<file path="config.mk">
export PLATFORM = sky130hd
export DESIGN_NAME = reader_writer_lock_scheduler_unit
export DESIGN_NICKNAME = d
export VERILOG_FILES = /design/src/hw/rtl/rwl_pkg.sv /design/src/hw/rtl/rwl_datapath.sv /design/src/hw/rtl/rwl_controller.sv /design/src/hw/rtl/reader_writer_lock_scheduler_unit.sv
export VERILOG_INCLUDE_DIRS = /design/src /design/src/hw/rtl
export SDC_FILE = /design/constraint.sdc
export NUM_CORES = 1
export LEC_CHECK = 0
export BUFFER_PORTS_ARGS = -buffer_cell sky130_fd_sc_hd__buf_2
export CAP_MARGIN = 25
export CORE_ASPECT_RATIO = 1.25
export CORE_UTILIZATION = 40
export DETAILED_ROUTE_END_ITERATION = 10
export PLACE_DENSITY = 0.56
export SYNTH_ARGS = -nofsm -noshare
export SYNTH_HDL_FRONTEND = slang
export SYNTH_SLANG_ARGS = --single-unit
</file>
<file path="constraint.sdc">
create_clock -name clock -period 5.23 [get_ports clock]
set_clock_uncertainty 0.1 [all_clocks]
set_input_delay 0.523 -clock clock [delete_from_list [all_inputs] [get_ports clock]]
set_output_delay 0.523 -clock clock [all_outputs]
set_load 0.05 [all_outputs]
</file>
<file path="src/hw/rtl/reader_writer_lock_scheduler_unit_macros.svh">
// assertion macros for the reader-writer lock scheduler
// depends on nothing; included by modules that assert
`ifndef READER_WRITER_LOCK_SCHEDULER_UNIT_MACROS_SVH
`define READER_WRITER_LOCK_SCHEDULER_UNIT_MACROS_SVH
// implication checked on every edge outside reset
`define RWL_ASSERT_IMP(label, clk, rst, ante, cons) \
   label: assert property (@(posedge clk) disable iff (rst) (ante) |-> (cons)) \
      else $error("rwl check failed");
// next-cycle implication
`define RWL_ASSERT_NXT(label, clk, rst, ante, cons) \
   label: assert property (@(posedge clk) disable iff (rst) (ante) |=> (cons)) \
      else $error("rwl check failed");
`endif

</file>
<file path="src/hw/rtl/rwl_pkg.sv">
// shared types and constants for the reader-writer lock scheduler
// depends on nothing
package rwl_pkg;
   localparam int QueueDepthDefault = 16;
   localparam int ExecDepthDefault  = 16;

   localparam logic [1:0] KIND_SUBMIT = 2'd0;
   localparam logic [1:0] KIND_EXEC   = 2'd1;
   localparam logic [1:0] KIND_IDLE   = 2'd2;

   typedef struct packed {
      logic accept_in;   // latch input beat
      logic do_submit;   // enqueue latched request
      logic tick_start;  // bump tick counter
      logic admit_rd;    // admit head reader
      logic admit_wr;    // admit head writer
      logic step;        // advance entry at scan index, build report
      logic idle_rpt;    // build idle report
      logic scan_clr;    // reset scan index and compaction pointer
      logic out_load;    // result register takes built report
   } ctl_type;

   typedef struct packed {
      logic is_tick;
      logic can_rd;
      logic can_wr;
      logic exec_empty;
      logic scan_done;
      logic out_busy;
   } sts_type;
endpackage

</file>
<file path="src/hw/rtl/rwl_datapath.sv">
// queue memory, execution table, counters and result register
// depends on rwl_pkg and the macros header
`include "reader_writer_lock_scheduler_unit_macros.svh"
module rwl_datapath #(
   parameter int QUEUE_DEPTH = rwl_pkg::QueueDepthDefault,
   parameter int EXEC_DEPTH  = rwl_pkg::ExecDepthDefault
) (
   input  logic               clock,
   input  logic               reset,
   input  rwl_pkg::ctl_type   ctl,
   output rwl_pkg::sts_type   sts,
   input  logic               req_action,
   input  logic [7:0]         req_proc_id,
   input  logic               req_is_writer,
   input  logic [7:0]         req_need_time,
   output logic               rsp_valid,
   input  logic               rsp_ready,
   output logic [1:0]         rsp_kind,
   output logic [7:0]         rsp_out_id,
   output logic [7:0]         rsp_run_ticks,
   output logic               rsp_finished,
   output logic               rsp_status,
   output logic [4:0]         rsp_waiting_count,
   output logic [15:0]        rsp_tick_number,
   output logic               rsp_last
);
   import rwl_pkg::*;
   localparam int QW = (QUEUE_DEPTH > 1) ? $clog2(QUEUE_DEPTH) : 1;
   localparam int QC = $clog2(QUEUE_DEPTH + 1);
   localparam int EW = (EXEC_DEPTH > 1) ? $clog2(EXEC_DEPTH) : 1;
   localparam int EC = $clog2(EXEC_DEPTH + 1);

   // queue entry {id, writer, need}
   logic [16:0] queue_mem [QUEUE_DEPTH];
   logic [16:0] head_ff;       // registered head entry read
   logic [QW-1:0] qhead_ff, qhead_in;
   logic [QC-1:0] qcnt_ff, qcnt_in;
   logic head_ok_ff;           // head_ff mirrors current head

   logic [7:0]  e_id_ff   [EXEC_DEPTH];
   logic        e_wr_ff   [EXEC_DEPTH];
   logic [7:0]  e_need_ff [EXEC_DEPTH];
   logic [7:0]  e_run_ff  [EXEC_DEPTH];
   logic [EC-1:0] ecnt_ff;     // entries live
   logic [EC-1:0] scan_ff;     // read index
   logic [EC-1:0] keep_ff;     // compaction write index
   logic [5:0]  rdcnt_ff;
   logic        wact_ff;
   logic [15:0] tick_ff;

   logic        act_ff, iswr_ff;
   logic [7:0]  id_ff, need_ff;

   logic        ov_ff;
   logic [1:0]  o_kind_ff;
   logic [7:0]  o_id_ff, o_run_ff;
   logic        o_fin_ff, o_st_ff, o_last_ff;
   logic [4:0]  o_wc_ff;
   logic [15:0] o_tk_ff;

   logic [QW-1:0] tail;
   logic [EW-1:0] sidx, kidx, aidx;
   logic [7:0]  cur_run, new_run;
   logic        cur_fin, qfull;
   logic [QC:0] tail_sum;

   // head plus count stays below twice the depth, one subtract wraps it
   assign tail_sum = {1'b0, qhead_ff} + {1'b0, qcnt_ff};
   assign tail  = (tail_sum >= (QC+1)'(QUEUE_DEPTH)) ?
                  QW'(tail_sum - (QC+1)'(QUEUE_DEPTH)) : QW'(tail_sum);
   assign qfull = (qcnt_ff == QC'(QUEUE_DEPTH));
   assign sidx  = scan_ff[EW-1:0];
   assign kidx  = keep_ff[EW-1:0];
   assign aidx  = ecnt_ff[EW-1:0];
   assign cur_run = e_run_ff[sidx];
   assign new_run = (cur_run == 8'hff) ? cur_run : cur_run + 8'd1;
   assign cur_fin = (new_run >= e_need_ff[sidx]);

   assign sts.is_tick    = act_ff;
   assign sts.can_rd     = head_ok_ff && (qcnt_ff != '0) && !wact_ff &&
                           (ecnt_ff < EC'(EXEC_DEPTH)) && !head_ff[8];
   assign sts.can_wr     = head_ok_ff && (qcnt_ff != '0) && !wact_ff &&
                           (ecnt_ff == '0) && head_ff[8];
   assign sts.exec_empty = (ecnt_ff == '0);
   // count shrinks on the last step when entries retire
   assign sts.scan_done  = (scan_ff >= ecnt_ff);
   assign sts.out_busy   = ov_ff && !rsp_ready;

   always_comb begin
      qhead_in = qhead_ff;
      qcnt_in  = qcnt_ff;
      if (ctl.do_submit && !qfull) qcnt_in = qcnt_ff + QC'(1);
      if (ctl.admit_rd || ctl.admit_wr) begin
         qhead_in = (qhead_ff == QW'(QUEUE_DEPTH - 1)) ? '0 : qhead_ff + QW'(1);
         qcnt_in  = qcnt_ff - QC'(1);
      end
   end

   always_ff @(posedge clock) begin
      if (ctl.do_submit && !qfull)
         queue_mem[tail] <= {id_ff, iswr_ff, (need_ff == 8'd0) ? 8'd1 : need_ff};
      head_ff <= queue_mem[qhead_in];
   end

   always_ff @(posedge clock) begin
      if (reset) begin
         qhead_ff <= '0; qcnt_ff <= '0; head_ok_ff <= 1'b0;
         ecnt_ff <= '0; scan_ff <= '0; keep_ff <= '0;
         rdcnt_ff <= '0; wact_ff <= 1'b0; tick_ff <= '0; ov_ff <= 1'b0;
      end else begin
         qhead_ff <= qhead_in;
         qcnt_ff  <= qcnt_in;
         // head_ok drops after any head or memory change, until the head read is redone
         head_ok_ff <= !(ctl.admit_rd || ctl.admit_wr || ctl.do_submit);
         if (ctl.tick_start) tick_ff <= tick_ff + 16'd1;
         if (ctl.admit_rd) begin
            ecnt_ff <= ecnt_ff + EC'(1); rdcnt_ff <= rdcnt_ff + 6'd1;
         end
         if (ctl.admit_wr) begin
            ecnt_ff <= ecnt_ff + EC'(1); wact_ff <= 1'b1;
         end
         if (ctl.scan_clr) begin
            scan_ff <= '0; keep_ff <= '0;
         end
         if (ctl.step) begin
            scan_ff <= scan_ff + EC'(1);
            if (cur_fin) begin
               if (e_wr_ff[sidx]) wact_ff <= 1'b0;
               else if (rdcnt_ff != '0) rdcnt_ff <= rdcnt_ff - 6'd1;
            end else begin
               keep_ff <= keep_ff + EC'(1);
            end
            if (scan_ff + EC'(1) == ecnt_ff)
               ecnt_ff <= cur_fin ? keep_ff : keep_ff + EC'(1);
         end
         if (ctl.out_load) ov_ff <= 1'b1;
         else if (rsp_ready) ov_ff <= 1'b0;
      end
   end

   always_ff @(posedge clock) begin
      if (ctl.accept_in) begin
         act_ff <= req_action; id_ff <= req_proc_id;
         iswr_ff <= req_is_writer; need_ff <= req_need_time;
      end
      if (ctl.admit_rd || ctl.admit_wr) begin
         e_id_ff[aidx]   <= head_ff[16:9];
         e_wr_ff[aidx]   <= head_ff[8];
         e_need_ff[aidx] <= head_ff[7:0];
         e_run_ff[aidx]  <= 8'd0;
      end
      if (ctl.step && !cur_fin) begin
         e_id_ff[kidx]   <= e_id_ff[sidx];
         e_wr_ff[kidx]   <= e_wr_ff[sidx];
         e_need_ff[kidx] <= e_need_ff[sidx];
         e_run_ff[kidx]  <= new_run;
      end
      if (ctl.out_load) begin
         o_wc_ff <= 5'(qcnt_in);
         o_tk_ff <= tick_ff;
         if (ctl.do_submit) begin
            o_kind_ff <= KIND_SUBMIT; o_id_ff <= id_ff; o_st_ff <= qfull;
            o_run_ff <= 8'd0; o_fin_ff <= 1'b0; o_last_ff <= 1'b1;
         end else if (ctl.idle_rpt) begin
            o_kind_ff <= KIND_IDLE; o_id_ff <= 8'd0; o_st_ff <= 1'b0;
            o_run_ff <= 8'd0; o_fin_ff <= 1'b0; o_last_ff <= 1'b1;
         end else begin
            o_kind_ff <= KIND_EXEC; o_id_ff <= e_id_ff[sidx]; o_st_ff <= 1'b0;
            o_run_ff <= new_run; o_fin_ff <= cur_fin;
            o_last_ff <= (scan_ff + EC'(1) == ecnt_ff);
         end
      end
   end

   assign rsp_valid = ov_ff;
   assign rsp_kind = o_kind_ff;
   assign rsp_out_id = o_id_ff;
   assign rsp_run_ticks = o_run_ff;
   assign rsp_finished = o_fin_ff;
   assign rsp_status = o_st_ff;
   assign rsp_waiting_count = o_wc_ff;
   assign rsp_tick_number = o_tk_ff;
   assign rsp_last = o_last_ff;

   `RWL_ASSERT_IMP(a_wr_alone, clock, reset, wact_ff, ecnt_ff == EC'(1))
   `RWL_ASSERT_IMP(a_no_step_busy, clock, reset, ctl.out_load, !sts.out_busy)
   `RWL_ASSERT_NXT(a_load_valid, clock, reset, ctl.out_load, rsp_valid)
endmodule

</file>
<file path="src/hw/rtl/rwl_controller.sv">
// sequencer for submit and tick phases
// depends on rwl_pkg and the macros header
`include "reader_writer_lock_scheduler_unit_macros.svh"
module rwl_controller (
   input  logic             clock,
   input  logic             reset,
   input  logic             req_valid,
   output logic             req_ready,
   output rwl_pkg::ctl_type ctl,
   input  rwl_pkg::sts_type sts
);
   import rwl_pkg::*;
   typedef enum logic [5:0] {
      ST_IDLE  = 6'b000001,
      ST_DEC   = 6'b000010,
      ST_WAIT  = 6'b000100,
      ST_RD    = 6'b001000,
      ST_WR    = 6'b010000,
      ST_SCAN  = 6'b100000
   } state_type;
   state_type state_ff, state_in;

   always_comb begin
      ctl = '0;
      state_in = state_ff;
      req_ready = 1'b0;
      unique case (state_ff)
         ST_IDLE: begin
            req_ready = 1'b1;
            if (req_valid) begin
               ctl.accept_in = 1'b1; state_in = ST_DEC;
            end
         end
         ST_DEC: begin
            if (!sts.is_tick) begin
               if (!sts.out_busy) begin
                  ctl.do_submit = 1'b1; ctl.out_load = 1'b1; state_in = ST_IDLE;
               end
            end else begin
               ctl.tick_start = 1'b1; state_in = ST_WAIT;
            end
         end
         ST_WAIT: state_in = ST_RD;  // head read settles
         ST_RD: begin
            if (sts.can_rd) begin
               ctl.admit_rd = 1'b1; state_in = ST_WAIT;
            end else state_in = ST_WR;
         end
         ST_WR: begin
            if (sts.can_wr) begin
               ctl.admit_wr = 1'b1; ctl.scan_clr = 1'b1; state_in = ST_SCAN;
            end else if (sts.exec_empty) begin
               if (!sts.out_busy) begin
                  ctl.idle_rpt = 1'b1; ctl.out_load = 1'b1; state_in = ST_IDLE;
               end
            end else begin
               ctl.scan_clr = 1'b1; state_in = ST_SCAN;
            end
         end
         ST_SCAN: begin
            if (sts.scan_done) state_in = ST_IDLE;
            else if (!sts.out_busy) begin
               ctl.step = 1'b1; ctl.out_load = 1'b1;
            end
         end
         default: state_in = ST_IDLE;
      endcase
   end

   always_ff @(posedge clock) begin
      if (reset) state_ff <= ST_IDLE;
      else state_ff <= state_in;
   end

   `RWL_ASSERT_IMP(a_one_admit, clock, reset, ctl.admit_rd, !ctl.admit_wr && !ctl.step)
   `RWL_ASSERT_NXT(a_accept_dec, clock, reset, ctl.accept_in, state_ff == ST_DEC)
   `RWL_ASSERT_IMP(a_ready_idle, clock, reset, req_ready, !ctl.out_load)
endmodule

</file>
<file path="src/hw/rtl/reader_writer_lock_scheduler_unit.sv">
// top level of the reader-writer lock scheduler
// depends on rwl_pkg, rwl_controller and rwl_datapath
//
// Readers-writers lock arbiter. A submit beat (action 0) queues a request in a
// FIFO and answers with one beat (status 1 when the queue is full). A tick beat
// (action 1) admits head readers while no writer runs, then a head writer only
// into an empty table, then reports every executing entry in admission order
// (finished marks those leaving) or one idle beat; last marks the final beat.
// A submit is answered from the decode state; a tick passes the wait, read and
// writer states, then the scan or the idle beat, paced by the single queue read
// port (one registered head read per admission) and the one-entry-a-cycle table
// scan. A head writer goes straight into the scan, with no wait state after it.
// One item is worked at a time; a stalled result beat holds the scan.
module reader_writer_lock_scheduler_unit #(
   parameter int QUEUE_DEPTH = rwl_pkg::QueueDepthDefault,
   parameter int EXEC_DEPTH  = rwl_pkg::ExecDepthDefault
) (
   input  logic        clock,
   input  logic        reset,
   input  logic        req_valid,
   output logic        req_ready,
   input  logic        req_action,
   input  logic [7:0]  req_proc_id,
   input  logic        req_is_writer,
   input  logic [7:0]  req_need_time,
   output logic        rsp_valid,
   input  logic        rsp_ready,
   output logic [1:0]  rsp_kind,
   output logic [7:0]  rsp_out_id,
   output logic [7:0]  rsp_run_ticks,
   output logic        rsp_finished,
   output logic        rsp_status,
   output logic [4:0]  rsp_waiting_count,
   output logic [15:0] rsp_tick_number,
   output logic        rsp_last
);
   import rwl_pkg::*;

   ctl_type ctl;
   sts_type sts;

   rwl_controller u_ctrl (
      .clock, .reset, .req_valid, .req_ready, .ctl, .sts
   );

   rwl_datapath #(.QUEUE_DEPTH(QUEUE_DEPTH), .EXEC_DEPTH(EXEC_DEPTH)) u_dp (
      .clock, .reset, .ctl, .sts,
      .req_action, .req_proc_id, .req_is_writer, .req_need_time,
      .rsp_valid, .rsp_ready, .rsp_kind, .rsp_out_id, .rsp_run_ticks,
      .rsp_finished, .rsp_status, .rsp_waiting_count, .rsp_tick_number, .rsp_last
   );
endmodule

</file>
==> metrics.txt, run 1 <==
# TYPE chip_impl_metric gauge
chip_impl_info{name="critPathKind",value="flop to flop"} 1
chip_impl_metric{name="grtUsageTotal",unit="%"} 19.4
chip_impl_metric{name="proportion_of_synthesized_flip_flops_having_asynchronous_set_or_reset",unit="%"} 0
chip_impl_metric{name="ir_worst_vdd",unit="uV"} 229
chip_impl_metric{name="setup_viol",unit=""} 0
chip_impl_metric{name="final_routed_wire_length_divided_by_cell_count",unit="um"} 25.3
chip_impl_metric{name="dr.pass1.iters",unit=""} 5
chip_impl_metric{name="dp_hpwl",unit="um"} 47600
chip_impl_metric{name="floorplan.die_area",unit="um2"} 80900
chip_impl_metric{name="die_height",unit="um"} 318
chip_impl_metric{name="area_of_the_multi_input_gates",unit="um2"} 8190
chip_impl_metric{name="timing.fmax",unit="MHz"} 198
chip_impl_metric{name="dr_total_vias",unit=""} 16500
chip_impl_info{name="peak_usage_layer_in_the_global_routing_report",value="met2"} 1
chip_impl_metric{name="ant_nets",unit=""} 0
chip_impl_metric{name="cts.reportedPaths.clkPinSlew",unit="ns"} 0.06
chip_impl_metric{name="post-place-ws",unit="ns"} -0.121
chip_impl_metric{name="1st_iter_drt_viols",unit=""} 1223
chip_impl_metric{name="drt_wl_total",unit="um"} 77300
chip_impl_info{name="cell_taking_the_most_area_after_synthesis",value="sky130_fd_sc_hd__edfxtp_1"} 1
chip_impl_metric{name="finalNetCount",unit=""} 1985
chip_impl_metric{name="fraction_of_met3_tracks_used_by_global_routing",unit="%"} 2.72
chip_impl_info{name="cts.root.buffer_cell",value="sky130_fd_sc_hd__clkbuf_16"} 1
chip_impl_metric{name="grt_first_pass_wirelength",unit="um"} 114000
chip_impl_metric{name="grt_pass1_vias",unit=""} 17300
chip_impl_metric{name="grt-ovfl-total",unit=""} 0
chip_impl_metric{name="floorplan.die.width",unit="um"} 255
chip_impl_metric{name="share_of_post_route_cells_with_drive_strength_above_1",unit="%"} 27.7
chip_impl_metric{name="fill_cells",unit=""} 6766
chip_impl_metric{name="setup_slack",unit="ns"} 0.180
chip_impl_info{name="status",value="finished, final reports clean"} 1
chip_impl_metric{name="synth_enable_flop_cells",unit=""} 732
chip_impl_metric{name="final_period_minus_worst_setup_slack",unit="ns"} 5.05
chip_impl_metric{name="drv.max_cap_violation_count",unit=""} 0
chip_impl_info{name="min_from",value="reset"} 1
chip_impl_metric{name="cts-buffers-inserted",unit=""} 78
chip_impl_metric{name="synth_cell_types",unit=""} 89
chip_impl_info{name="tritoncts",value="yes"} 1
chip_impl_metric{name="starting_utilization_of_the_core_area",unit="%"} 40.4
chip_impl_metric{name="worst_ep_required_time",unit="ns"} 5.46
chip_impl_metric{name="final-hold-violation-count",unit=""} 0
chip_impl_metric{name="powerDensity",unit="nW/um2"} 339
chip_impl_metric{name="placement.io_buffers",unit=""} 65
chip_impl_metric{name="hold-worst-slack",unit="ns"} 0.0280
chip_impl_metric{name="relative_slew_slack",unit="%"} 41.9
chip_impl_metric{name="yosys_warnings",unit=""} 0
chip_impl_metric{name="synthesis.instances",unit=""} 1743
chip_impl_metric{name="globalRouteMet2Util",unit="%"} 34.7
chip_impl_info{name="synth_top_flop_cell",value="sky130_fd_sc_hd__edfxtp_1"} 1
chip_impl_metric{name="post_synth.cell_area_avg",unit="um2"} 18.3
chip_impl_metric{name="cts.sinks",unit=""} 802
chip_impl_metric{name="met1_usage_in_global_routing",unit="%"} 24.1
chip_impl_metric{name="report.final.slew_viol_count",unit=""} 0
chip_impl_metric{name="antenna-diode-count",unit=""} 0
chip_impl_metric{name="remaining_drc_errors",unit=""} 0
chip_impl_info{name="setup.worst_path.start_class",value="flop"} 1
chip_impl_metric{name="timing.critical_path.arrival",unit="ns"} 5.28
chip_impl_metric{name="syn2layout_area_growth",unit="%"} 16.5
chip_impl_metric{name="synth_seq_cells",unit=""} 802
chip_impl_info{name="min_path_type",value="input port to flop"} 1
chip_impl_info{name="layout.cells.most_common_list",value="sky130_fd_sc_hd__edfxtp_1 (732), sky130_fd_sc_hd__mux4_2 (120), sky130_fd_sc_hd__buf_4 (87)"} 1
chip_impl_info{name="synthTopCellsByArea",value="sky130_fd_sc_hd__edfxtp_1 (69%), sky130_fd_sc_hd__mux4_2 (8.5%), sky130_fd_sc_hd__dfxtp_1 (4.4%), sky130_fd_sc_hd__mux2i_1 (2.3%), sky130_fd_sc_hd__mux2_2 (1.9%)"} 1
chip_impl_metric{name="synth_top_cell_area_share",unit="%"} 68.9
chip_impl_metric{name="static_leakage",unit="nW"} 12.4
chip_impl_metric{name="gp_routability_congestion",unit=""} 0.841
chip_impl_info{name="layout_commonest_cell",value="sky130_fd_sc_hd__edfxtp_1"} 1
chip_impl_metric{name="critical_path_peak_fanout",unit=""} 9
chip_impl_metric{name="synth.cell_area",unit="um2"} 31900
chip_impl_metric{name="cts.path.max_buffers",unit=""} 3
chip_impl_metric{name="drt-vias-per-instance",unit=""} 5.40
chip_impl_metric{name="placement_rows",unit=""} 115
chip_impl_metric{name="area_inside_the_core_boundary",unit="um2"} 78900
chip_impl_metric{name="clock_insertion_delay_worst_skew",unit="ns"} 0.63
chip_impl_metric{name="grt_antenna_before_repair",unit=""} 3
chip_impl_metric{name="ctsHtreeMaxLevel",unit=""} 3
chip_impl_metric{name="yosysSeqAreaShare",unit="%"} 73.3
chip_impl_metric{name="postSynthNetCount",unit=""} 1791
chip_impl_metric{name="number_of_ports_placed_on_the_die_boundary",unit=""} 66
chip_impl_metric{name="slew_at_the_pin_with_the_worst_max_slew_slack",unit="ns"} 0.866
chip_impl_metric{name="grt_max_degree",unit=""} 67
chip_impl_metric{name="ff_latch_area",unit="um2"} 23400
chip_impl_metric{name="layout_worst_path_cycle_share",unit="%"} 96.6
chip_impl_info{name="endpoint_kind",value="flop"} 1
## per-layer routing
metal  part of all wire [%]  up-vias
li1                       -     7378
met3                    3.7      110
met1                     41     8671
met5                      0        -
met2                     53      342
met4                    2.4        0
## cell type report
cell class / count / share of cell area, %
Clock buffer: 107 / 5.60
Clock inverter: 38 / 0.976
Inverter: 33 / 0.333
Multi-Input combinational cell: 827 / 22.1
Sequential cell: 802 / 62.9
Tap cell: 1053 / 3.55
Timing Repair Buffer: 195 / 4.55
## worst paths after layout
path / to / slack [ns] / depth (start not counted)
hold / removal: u_dp.qcnt_ff[0] / 0.03 / 2
setup reg to reg: u_dp.e_need_ff[5][6] / 0.18 / 19
hold reg to reg: u_dp.rsp_tick_number[15] / 0.35 / 0
setup / recovery: u_dp.e_need_ff[5][6] / 0.18 / 19
## kinds of logic (layout without fill, tap and decap cells)
group	after synthesis	count (layout)	synth area share (%)
AO/OA/AOI/OAI	203	203	4.75
XOR/XNOR	39	39	1.12
adder cells (fa/ha/maj)	26	26	1.04
buffers and inverters	114	373	1.65
flip-flops	802	802	73.3
multiplexers	258	258	13.1
AND/OR/NAND/NOR	301	301	5.05
## synthesized netlist by cell type, types with 5 or more instances
library cell	count
sky130_fd_sc_hd__edfxtp_1	732
sky130_fd_sc_hd__mux4_2	120
sky130_fd_sc_hd__nor2_1	87
sky130_fd_sc_hd__mux2i_1	73
sky130_fd_sc_hd__nand2_1	73
sky130_fd_sc_hd__dfxtp_1	70
sky130_fd_sc_hd__mux2_2	53
sky130_fd_sc_hd__a22o_1	44
sky130_fd_sc_hd__clkbuf_1	37
sky130_fd_sc_hd__o22ai_1	34
sky130_fd_sc_hd__inv_1	33
sky130_fd_sc_hd__buf_2	30
sky130_fd_sc_hd__a21oi_1	25
sky130_fd_sc_hd__ha_1	25
sky130_fd_sc_hd__xnor2_1	19
sky130_fd_sc_hd__xor2_1	18
sky130_fd_sc_hd__nor3_1	17
sky130_fd_sc_hd__or4_1	16
sky130_fd_sc_hd__nand3_1	15
sky130_fd_sc_hd__o21ai_0	15
sky130_fd_sc_hd__nor2b_1	14
sky130_fd_sc_hd__mux2_1	12
sky130_fd_sc_hd__a211oi_1	11
sky130_fd_sc_hd__a31oi_1	9
sky130_fd_sc_hd__and3_1	9
sky130_fd_sc_hd__o21ai_1	8
sky130_fd_sc_hd__a21o_1	7
sky130_fd_sc_hd__nand2b_1	7
sky130_fd_sc_hd__nand4_1	7
sky130_fd_sc_hd__a22oi_1	6
sky130_fd_sc_hd__buf_4	6
sky130_fd_sc_hd__o211ai_1	6
sky130_fd_sc_hd__or2_2	6
sky130_fd_sc_hd__buf_6	5
sky130_fd_sc_hd__nand3b_1	5
sky130_fd_sc_hd__nor3_2	5
## flip-flops by register name (all words and copies together), names as in the netlist, 8 cells and up, named ones only
register,count
u_dp.tick_ff,16
u_dp.id_ff,8
u_dp.need_ff,8
u_dp.e_id_ff,128
u_dp.e_need_ff,128
u_dp.rsp_run_ticks,8
u_dp.head_ff,17
u_dp.rsp_tick_number,16
u_dp.e_run_ff,128
u_dp.e_wr_ff,16
u_dp.rsp_out_id,8
u_dp.queue_mem,272
## power breakdown
group / internal (mW) / switching (mW) / total (mW)
clock: 3.06 / 2.38 / 5.44
sequential: 6.98 / 0.0564 / 7.04
combinational: 0.0391 / 0.0823 / 0.121
total: 10.1 / 2.52 / 12.6
## critical path: stages, from the launching register on
cell	delay (ns)
sky130_fd_sc_hd__dfxtp_4	0.43
sky130_fd_sc_hd__buf_4	0.20
sky130_fd_sc_hd__mux4_2	0.52
sky130_fd_sc_hd__mux4_2	0.54
sky130_fd_sc_hd__and3_1	0.24
sky130_fd_sc_hd__and2_1	0.23
sky130_fd_sc_hd__mux2i_2	0.24
sky130_fd_sc_hd__inv_1	0.07
sky130_fd_sc_hd__ha_1	0.28
sky130_fd_sc_hd__nand2_1	0.05
sky130_fd_sc_hd__o21ai_1	0.14
sky130_fd_sc_hd__a41oi_1	0.14
sky130_fd_sc_hd__buf_4	0.17
sky130_fd_sc_hd__o21a_1	0.22
sky130_fd_sc_hd__buf_4	0.18
sky130_fd_sc_hd__a211oi_1	0.26
sky130_fd_sc_hd__a31oi_1	0.08
sky130_fd_sc_hd__buf_4	0.20
sky130_fd_sc_hd__nor2_4	0.23
sky130_fd_sc_hd__clkbuf_16	0.23
## timing repair
action | in CTS | in global routing
cloned | 0 | 1
setup buffers | 0 | 6
endpoints found under the hold margin | 15 | 0
hold buffers | 15 | 0
resized for setup | 7 | 12
setup endpoints to repair | 118 | 663
pin swaps | 0 | 1
## per-stage QoR
step	setup TNS (ns)	cells	util (%)	power (mW)	cell area, um2
after floorplan	-40.99	1743	-	7.22	32000
after global placement	-0.856	2887	43.7	7.28	34400
after detailed placement	-4.79	2887	43.7	7.29	34400
after CTS	0	3047	47.0	12.7	37000
after global routing	-0.0999	3055	47.1	13.0	37200
final	0	3055	47.1	12.6	37200
No activity file was read; power rests on OpenSTA's default activity.
==> inputs of run 2 (changes only) <==
- SYNTH_HIERARCHICAL: not set -> 1
==> metrics.txt, run 2 <==
# TYPE chip_impl_metric gauge
chip_impl_metric{name="dp_hpwl",unit="um"} 58700
chip_impl_metric{name="finalNonFillerCells",unit=""} 3549
chip_impl_info{name="rsz0062_at_grt",value="false"} 1
chip_impl_metric{name="grt_max_degree",unit=""} 65
chip_impl_info{name="path_delay_family",value="simple AND/OR/NAND/NOR gates"} 1
chip_impl_metric{name="grt_first_pass_wirelength",unit="um"} 137000
chip_impl_metric{name="number_of_ports_placed_on_the_die_boundary",unit=""} 66
chip_impl_metric{name="finalNetCount",unit=""} 2364
chip_impl_metric{name="remaining_drc_errors",unit=""} 0
chip_impl_metric{name="floorplan.die.width",unit="um"} 268
chip_impl_metric{name="floorplan.die_area",unit="um2"} 89400
chip_impl_metric{name="syn2layout_area_growth",unit="%"} 16.3
chip_impl_metric{name="layout_worst_path_cycle_share",unit="%"} 96.1
chip_impl_metric{name="proportion_of_synthesized_flip_flops_having_asynchronous_set_or_reset",unit="%"} 0
chip_impl_metric{name="post_synth.cell_area_avg",unit="um2"} 16.2
chip_impl_metric{name="r2r.worst_path.cells",unit=""} 17
chip_impl_metric{name="finalPower",unit="mW"} 13.2
chip_impl_metric{name="ant_nets",unit=""} 0
chip_impl_metric{name="synth_top_cell_area_share",unit="%"} 62.3
chip_impl_metric{name="timing.critical_path.arrival",unit="ns"} 5.28
chip_impl_metric{name="drv.max_cap_violation_count",unit=""} 0
chip_impl_metric{name="gp_routability_congestion",unit=""} 0.871
chip_impl_metric{name="dp_cells",unit=""} 3367
chip_impl_info{name="synth_commonest_cells",value="sky130_fd_sc_hd__edfxtp_1 (732), sky130_fd_sc_hd__nor2_1 (198), sky130_fd_sc_hd__mux2_2 (190)"} 1
chip_impl_metric{name="worst_ep_required_time",unit="ns"} 5.49
chip_impl_metric{name="seqPwrFrac",unit="%"} 53.5
chip_impl_metric{name="area_inside_the_core_boundary",unit="um2"} 87200
chip_impl_metric{name="setup_total_negative_slack",unit="ns"} 0
chip_impl_metric{name="setup_viol",unit=""} 0
chip_impl_metric{name="grt_pass1_vias",unit=""} 20600
chip_impl_metric{name="cell_internal_pwr",unit="mW"} 10.5
chip_impl_metric{name="power_frac_clock",unit="%"} 45.4
chip_impl_metric{name="drt_wl_total",unit="um"} 93200
chip_impl_info{name="status",value="finished, final reports clean"} 1
chip_impl_metric{name="slew_at_the_pin_with_the_worst_max_slew_slack",unit="ns"} 1.00
chip_impl_info{name="leading_cell_type_by_number_of_instances_after_synthesis",value="sky130_fd_sc_hd__edfxtp_1"} 1
chip_impl_metric{name="setup_slack",unit="ns"} 0.205
chip_impl_metric{name="share_of_post_route_cells_with_drive_strength_above_1",unit="%"} 32.5
chip_impl_metric{name="relative_slew_slack",unit="%"} 32.6
chip_impl_metric{name="antenna-diode-count",unit=""} 0
chip_impl_metric{name="hold_depth",unit=""} 3
chip_impl_metric{name="yosysSeqAreaShare",unit="%"} 66.3
chip_impl_metric{name="ir_worst_vdd",unit="uV"} 300
chip_impl_info{name="critPathSlowestCell",value="sky130_fd_sc_hd__or4b_1"} 1
chip_impl_metric{name="rrSetupSlack",unit="ns"} 0.21
chip_impl_metric{name="drt-vias-per-instance",unit=""} 5.56
chip_impl_info{name="synthTopCellsByArea",value="sky130_fd_sc_hd__edfxtp_1 (62%), sky130_fd_sc_hd__mux4_2 (12%), sky130_fd_sc_hd__mux2_2 (6.1%), sky130_fd_sc_hd__dfxtp_1 (4.0%), sky130_fd_sc_hd__nor2_1 (2.1%)"} 1
chip_impl_metric{name="cts.reportedPaths.clkPinSlew",unit="ns"} 0.06
chip_impl_metric{name="yosys_warnings",unit=""} 6
chip_impl_metric{name="largest_register_ff_count",unit=""} 272
chip_impl_metric{name="synth_enable_flop_cells",unit=""} 732
chip_impl_metric{name="starting_utilization_of_the_core_area",unit="%"} 40.5
chip_impl_metric{name="dr_total_vias",unit=""} 19700
chip_impl_metric{name="synth_cell_types",unit=""} 72
chip_impl_metric{name="synth_seq_cells",unit=""} 802
chip_impl_info{name="regMostFlops",value="u_dp/queue_mem"} 1
chip_impl_metric{name="crit_cells",unit=""} 17
chip_impl_metric{name="cts.sinks",unit=""} 802
chip_impl_metric{name="report.final.slew_viol_count",unit=""} 0
chip_impl_metric{name="postSynthNetCount",unit=""} 2230
chip_impl_metric{name="combinationalPowerShare",unit="%"} 1.1
chip_impl_info{name="setup.worst_path.start_class",value="flop"} 1
chip_impl_metric{name="cts.path.max_buffers",unit=""} 3
chip_impl_metric{name="grt-ovfl-total",unit=""} 0
chip_impl_info{name="cell_taking_the_most_area_after_synthesis",value="sky130_fd_sc_hd__edfxtp_1"} 1
chip_impl_info{name="tritoncts",value="yes"} 1
chip_impl_metric{name="final-hold-violation-count",unit=""} 0
chip_impl_metric{name="synth.cell_area",unit="um2"} 35300
chip_impl_metric{name="final_routed_wire_length_divided_by_cell_count",unit="um"} 26.2
chip_impl_info{name="cts.root.buffer_cell",value="sky130_fd_sc_hd__clkbuf_16"} 1
chip_impl_metric{name="clock_insertion_delay_worst_skew",unit="ns"} 0.66
chip_impl_info{name="critPathKind",value="flop to flop"} 1
chip_impl_metric{name="1st_iter_drt_viols",unit=""} 1530
chip_impl_metric{name="net-switching-power",unit="mW"} 2.70
chip_impl_metric{name="grt_antenna_before_repair",unit=""} 0
chip_impl_metric{name="final_period_minus_worst_setup_slack",unit="ns"} 5.02
chip_impl_metric{name="timing.fmax",unit="MHz"} 199
chip_impl_info{name="layout.cells.most_common_list",value="sky130_fd_sc_hd__edfxtp_1 (732), sky130_fd_sc_hd__mux2_2 (190), sky130_fd_sc_hd__mux4_2 (185)"} 1
chip_impl_metric{name="worst-path-buf-inv",unit=""} 3
chip_impl_metric{name="synthesis.instances",unit=""} 2177
chip_impl_info{name="layout_commonest_cell",value="sky130_fd_sc_hd__edfxtp_1"} 1
chip_impl_metric{name="post-place-ws",unit="ns"} -0.0184
chip_impl_metric{name="grtUsageTotal",unit="%"} 21.1
chip_impl_metric{name="placement_rows",unit=""} 121
chip_impl_info{name="critical_path.cell_chain",value="buf_4 > mux4_2 > a22oi_1 > and3_4 > nor4_4 > and3_2 > xnor2_4 > ha_1 > nand2b_1 > a21o_1 > a211o_1 > a21oi_4 > nand2_1 > or4b_1 > buf_12 > o21ai_4 > buf_12"} 1
chip_impl_metric{name="placement.io_buffers",unit=""} 65
chip_impl_info{name="synth_top_flop_cell",value="sky130_fd_sc_hd__edfxtp_1"} 1
chip_impl_metric{name="critical_path_peak_fanout",unit=""} 26
chip_impl_info{name="min_path_type",value="input port to flop"} 1
chip_impl_metric{name="ctsHtreeMaxLevel",unit=""} 3
chip_impl_metric{name="static_leakage",unit="nW"} 14.1
chip_impl_info{name="endpoint_kind",value="flop"} 1
chip_impl_info{name="path_common_cell",value="sky130_fd_sc_hd__buf_12"} 1
chip_impl_metric{name="powerDensity",unit="nW/um2"} 321
chip_impl_metric{name="critical-path-max-stage-delay",unit="ns"} 0.58
chip_impl_metric{name="power.switching_fraction",unit="%"} 20.5
chip_impl_metric{name="die_height",unit="um"} 334
chip_impl_metric{name="dr.pass1.iters",unit=""} 6
chip_impl_metric{name="cts-buffers-inserted",unit=""} 83
-- run 2: cell count changes in the layout (fill, tap and decap cells not counted), sizes merged, moves of 17 or more --
cell | before | now
mux2 | 65 | 192
nor2 | 94 | 209
o21ai | 24 | 107
mux4 | 120 | 185
nand2 | 75 | 134
mux2i | 73 | 25
a22o | 44 | 8
o22ai | 34 | 1
buf | 179 | 199
nor2b | 14 | 32
a21oi | 27 | 44
-- run 2: layout make-up --
class                           count  area [um2]
Sequential cell                   802       23400
Timing Repair Buffer              218        2100
Clock inverter                     47         542
Inverter                           34         128
Tap cell                         1168        1460
Multi-Input combinational cell   1172       11200
Fill cell                        7522       46200
Clock buffer                      108        2190
-- run 2: per-layer routing --
layer	GRT usage [%]	share of wire, %	vias up
met1	25.5	39	10300
met3	2.89	4.7	151
met4	7.83	3.2	0
li1	-	-	8700
met5	0	0	-
met2	38.1	53	548
-- run 2: cells by family after synthesis --
group	count (synthesis)	synth area share (%)
simple gates	485	6.46
compound gates	211	3.53
fa+ha+maj	31	1.12
mux	402	18.7
buf+inv	203	2.78
xor+xnor	43	1.12
flops	802	66.3
-- run 2: per-stage QoR --
| stage | instance area [um2] | hold slack, ns | utilization (%) |
|---|---|---|---|
| finish | 41100 | 0.0902 | 47.1 |
| global route | 41100 | 0.0972 | 47.1 |
| CTS | 40900 | 0.0545 | 46.9 |
| detailed placement | 38000 | 0.356 | 43.6 |
| global placement | 38000 | 0.340 | 43.6 |
| floorplan | 35400 | 0.328 | - |
-- run 2: worst paths after layout --
check | from | to
worst max-delay path | flop | u_dp/e_need_ff[1][3]
worst min register to register | u_dp/tick_ff[15] | u_dp/rsp_tick_number[15]
worst min-delay path | req_valid | u_ctrl/state_ff[1]
worst max register to register | flop | u_dp/e_need_ff[1][3]
-- run 2: worst reg2reg max path: stages, from the launching register on --
cell and delay (ns):
sky130_fd_sc_hd__dfxtp_4 0.47, sky130_fd_sc_hd__buf_4 0.16, sky130_fd_sc_hd__mux4_2 0.55, sky130_fd_sc_hd__a22oi_1 0.26
sky130_fd_sc_hd__and3_4 0.26, sky130_fd_sc_hd__nor4_4 0.05, sky130_fd_sc_hd__and3_2 0.27, sky130_fd_sc_hd__xnor2_4 0.15
sky130_fd_sc_hd__ha_1 0.26, sky130_fd_sc_hd__nand2b_1 0.16, sky130_fd_sc_hd__a21o_1 0.19, sky130_fd_sc_hd__a211o_1 0.35
sky130_fd_sc_hd__a21oi_4 0.21, sky130_fd_sc_hd__nand2_1 0.15, sky130_fd_sc_hd__or4b_1 0.58, sky130_fd_sc_hd__buf_12 0.20
sky130_fd_sc_hd__o21ai_4 0.19, sky130_fd_sc_hd__buf_12 0.20
-- run 2: power by group through the flow --
stage,logic [mW],clock network (mW),registers (mW)
4_1_cts,0.149,6.11,7.05
3_5_place_dp,0.138,0,7.19
6_report,0.148,5.99,7.05
5_1_grt,0.162,6.34,7.05
2_1_floorplan,0.0951,0,7.16
3_3_place_gp,0.135,0,7.18
-- run 2: what timing repair did --
action / 4_1_cts / 5_1_grt
setup buffers: 0 / 8
endpoints found under the setup margin: 18 / 354
gates cloned: 0 / 1
endpoints found under the hold margin: 18 / 0
gates resized for setup: 1 / 3
hold buffers: 18 / 0
